### config.mk
export PLATFORM = sky130hd
export DESIGN_NAME = rcoe_ram
export DESIGN_NICKNAME = d
export VERILOG_FILES = /design/src/design/rcoe_ram.sv
export SDC_FILE = /design/constraint.sdc
export NUM_CORES = 1
export LEC_CHECK = 0
export BUFFER_PORTS_ARGS = -buffer_cell sky130_fd_sc_hd__buf_4
export CORE_UTILIZATION = 50
export CTS_BUF_LIST = sky130_fd_sc_hd__clkbuf_16
export DETAILED_ROUTE_END_ITERATION = 16
export PLACE_DENSITY = 0.77
export SYNTH_ARGS = -nofsm -noshare
export SYNTH_HDL_FRONTEND = slang
export SYNTH_SLANG_ARGS = --single-unit
export TNS_END_PERCENT = 100
### constraint.sdc
create_clock -name aclk -period 2.3 [get_ports aclk]
set_input_delay 0.46 -clock aclk [delete_from_list [all_inputs] [get_ports aclk]]
set_output_delay 0.46 -clock aclk [all_outputs]
set_load 0.02 [all_outputs]
### src/design/rcoe_ram.sv
// Generic single-port-write, single-port-read RAM with registered read data.
// Used for the slot tags and load times and for the not-found marks.
// No dependencies.
`default_nettype none

module rcoe_ram #(
    parameter int WIDTH = 8,
    parameter int DEPTH = 16
) (
    input  wire logic                     aclk,
    input  wire logic                     we,
    input  wire logic [$clog2(DEPTH)-1:0] waddr,
    input  wire logic [WIDTH-1:0]         wdata,
    input  wire logic                     re,
    input  wire logic [$clog2(DEPTH)-1:0] raddr,
    output logic      [WIDTH-1:0]         rdata
);

    logic [WIDTH-1:0] mem [DEPTH];

    always_ff @(posedge aclk) begin
        if (we) begin
            mem[waddr] <= wdata;
        end
        if (re) begin
            rdata <= mem[raddr];
        end
    end

endmodule

`default_nettype wire

Word level (Yosys, flattened, before mapping)
Memory sizes are Yosys's and may differ from the RTL's. A register that Yosys moved wholly into a read port is not among the register bits.
Cells that the tools add are included.
- bits in registers: 0
- latch bits: 0
- bits in writable memories: 128
- bits in read-only memories: 0
- input port bits: 19
- output and inout port bits: 8
- word-level logic and storage cells: 3
- memories: 1
- memories (memory ; words ; bits a word ; rd ports ; clocked after Yosys merged registers in ; write ports ; RTL line ; RTL):
    mem ; 16 ; 8 ; 1 ; 1 ; 1 ; 19 ; logic [WIDTH-1:0] mem [DEPTH];
- add/sub/neg operators: 0
- multiply operators: 0
- div/mod/pow operators: 0
- $lt $le $gt $ge: 0
- eq/ne operators: 0
- shift-type cells: 0
- mux-type cells: 2
- bitwise operators: 0
- reductions and logical operators: 0
- operators with widths (operator ; count):
    two-way mux 1 bit ; 2

Logic depth before layout (Yosys ltp)
- depth after elaboration: 2
- mapped depth: 5
- depth with buffers taken out: 3

Worst setup path after synthesis
Ideal clock, no wire load.
- path kind: input to register
- from: in waddr[2]
- to: mem mem[0][0] (enable)
- setup time: 0.383 ns
- data arrival time: 1.570 ns
- data required time: 1.917 ns
- path slack: 0.347 ns
- cell stages on the path: 2
- path buffers: 0
- path through: or3b_2 nor3_1
- RTL lines (element ; RTL line ; RTL):
    from (decl) ; 12 ; input wire logic [$clog2(DEPTH)-1:0] waddr,
    to (decl) ; 19 ;
Straight into the memory's write port.

==> run summary <==
- **post-synthesis xor/xnor area fraction** 0
- **number of warnings reported in the yosys synthesis log** 0
- **final critical-path required period** 1620 ps
- **remaining number of nets flagged by the antenna check after routing** 0
- **antenna cell count** 0
- **Synth area leaders** edfxtp_1 (78%), mux4_2 (7.8%), mux4_1 (7.0%), a22oi_1 (2.3%), nor2_1 (0.93%)
- **Mapped Area** 5230 µm²
- **unrepaired setup endpoints after global routing** no
- **share of synthesized cell area in and, or, nand and nor gates** 0.0314
- **total count of hold-check failures in the final report** 0
- **number of clock sinks seen by CTS** 136
- **Total Die Area** 10,900 µm²
- **stage delay of the slowest cell on the critical path** 600 ps
- **proportion of synthesized area in mux cells** 0.148
- **Max Clock Skew** 5.80 ps
- **main combinational cell family by area after synthesis** multiplexers
- **critical path data arrival time** 1770 ps
- **setup repair bufs after CTS** 0
- **H-Tree Level Count** 4
- **worst-case clock buffer depth** 2
- **Critical Path, Cell by Cell** buf_4 -> buf_12 -> mux4_1 -> a22oi_1 -> nand2_1
- **layout cells sized above 1** 0.314
- **# DRC** 0
- **Synth Area in Adders** 0
- **sequential share of the synthesized area** 0.781
- **placed cells** 397
- **Final Routed Wirelength** 9460 µm
- **overall track demand over capacity in global routing** 0.191
- **classification of the worst-slack hold path** primary input to flip-flop
- **port buffer count** 26
- **number of inserted filler cells in the final layout** 633
- **clock input transition at the sequential cells of the worst setup and hold paths** 60 ps
- **FP Rows** 36
- **clock root buffer** clkbuf_16
- **TritonCTS clock tree** yes
- **Synth Instances** 229
- **setup ws final** 683 ps
- **cell type with the highest aggregate area in the netlist** edfxtp_1
- **nets@finish** 302
- **Resize count post-CTS** 0
- **endpoint type of the worst setup path** flip-flop
- **layout-stage area growth over the synthesis result** 20.2%
- **critical path's slowest cell** mux4_1
- **critical path peak fanout** 13
- **Initial Util** 0.525
- **Die Width** 104 µm
- **filler-free cell count of the finished design** 429
- **run status** complete, no violations
- **launching element type of the critical path** primary input
- **syn_area_per_cell** 22.8 µm²
- **Via Count** 2,473
- **top-level I/O count** 27
- **Worst EP required** 2450 ps
- **height of the die** 104 µm
- **kind of critical path** primary input to flip-flop
- **Hold Buf Count CTS** 0
- **post-DR vias/cell** 5.76
- **TritonCTS Buffers** 17
- **portion of the clock cycle consumed by the worst path in the final layout** 0.703
- **Post-DP HPWL** 5900 µm
- **Relative slew margins** 0.494
- **DRC marker count from the first detailed-route iteration** 175
- **pin count of the biggest net entering global routing** 33
- **final setup violating endpoints** 0
- **initial antenna violation count** 0
- **number of storage elements in the synthesis netlist** 136
- **area of the core** 9950 µm²
- **Pins Over Slew Limit** 0
- **Worst-Skew Late Latency** 400 ps
- **worst ir drop on vdd** 0.000456 V
- **Synthesized Nets** 248
- **Pre-Repair DR Iteration Count** 4
- **Final TNS setup** 0 ps
- **Remaining Overflow, GRT** 0
- **global-route wire length before repair** 14,500 µm
- **post-synthesis compound-gate area fraction** 0.0230
- **share of the synthesized area in the top cell type** 0.781
- **transition time at the pin with the least slew margin** 758 ps
- **via count of the first global-routing pass** 2,578
- **count of max-cap constraint violations** 0
- **maximum clock frequency** 0.619 GHz
- **pwr/cell area** 928 nW/µm²
- **GP Congestion** 0.739
- **number of distinct standard cells referenced by the synthesized netlist** 18
- **pre-CTS setup slack** 258 ps
- **Routed WL per cell** 22.1 µm
- **leakage power summed over all cells** 2.14 nW
-- per-stage QoR --
stage                     hold WS [ps]  power, mW  instance area, µm²  utilization
after global placement             728       3.13                5670        0.570
final                              361       5.83                6280        0.631
after CTS                          344       5.86                6280        0.631
after global routing               351       5.98                6280        0.631
after detailed placement           743       3.14                5670        0.570
after floorplan                    559       3.01                5230            -
-- routing by layer --
| layer | wire length, µm | share of wire | GRT usage |
|---|---|---|---|
| met2 | 4900 | 0.52 | 0.310 |
| met3 | 616 | 0.065 | 0.0489 |
| met1 | 3830 | 0.40 | 0.251 |
| met5 | 0 | 0 | 0 |
| met4 | 120 | 0.013 | 0.0745 |
-- cell usage after synthesis --
library cell,instances
nand3b_1,2
nand2_1,9
or3b_2,1
mux4_2,18
clkdlybuf4s25_2,3
nor3_1,4
nand3_1,1
buf_4,1
and2_1,1
nor2b_1,1
nand2b_1,2
edfxtp_1,136
and2b_1,1
buf_2,3
a22oi_1,16
mux4_1,14
nor2_1,13
buf_6,3
-- cell type report --
cell class | instances | area [µm²] | share of cell area
clock buffer | 17 | 425 | 0.0677
clock inverter | 15 | 186 | 0.0297
multi-input combinational | 83 | 1060 | 0.168
sequential | 136 | 4080 | 0.650
tap | 133 | 166 | 0.0265
timing repair buffer | 45 | 363 | 0.0578
-- cell families (layout without fill, tap and decap cells) --
logic type             after synthesis  after routing
DFF                                136            136
muxes                               32             32
AOI/OAI and AO/OA                   16             16
and+or+nand+nor                     35             35
buffers and inverters               10             77
-- state kept, by name (all words and copies together) (netlist names) --
register and cells:
mem 128, rdata 8
-- cells in the final DEF, fill, tap and decap left out, types with 3 or more instances in the layout --
master / synthesis / final
a22oi_1: 16 / 16
buf_4: 1 / 43
bufinv_16: 0 / 4
clkbuf_16: 0 / 17
clkinv_2: 0 / 3
clkinvlp_4: 0 / 3
edfxtp_1: 136 / 136
mux4_1: 14 / 14
mux4_2: 18 / 18
nand2_1: 9 / 9
nor2_1: 13 / 13
nor3_1: 4 / 4
-- final timing paths --
| path | end | slack, ps | start | cells after the start |
|---|---|---|---|---|
| setup reg to reg | rdata[7] | 750 | mem[0][7] | 3 |
| hold reg to reg | rdata[3] | 750 | mem[15][3] | 3 |
| setup / recovery | rdata[5] | 680 | raddr[0] | 5 |
| hold / removal | rdata[1] | 360 | re | 1 |
-- critical path: cells and delay by family --
kind,cells,cell delay (ps)
AO/OA/AOI/OAI,1,230
multiplexers,1,600
buffers and inverters,2,400
AND/OR/NAND/NOR,1,70
-- where the power goes --
| part | switching [mW] | internal (mW) | leakage, nW |
|---|---|---|---|
| sequential | 0.0163 | 2.79 | 1.24 |
| clock | 0.945 | 1.80 | 0.299 |
| combinational | 0.152 | 0.125 | 0.605 |
| total | 1.11 | 4.71 | 2.14 |
(Power assumes the default switching activity.)
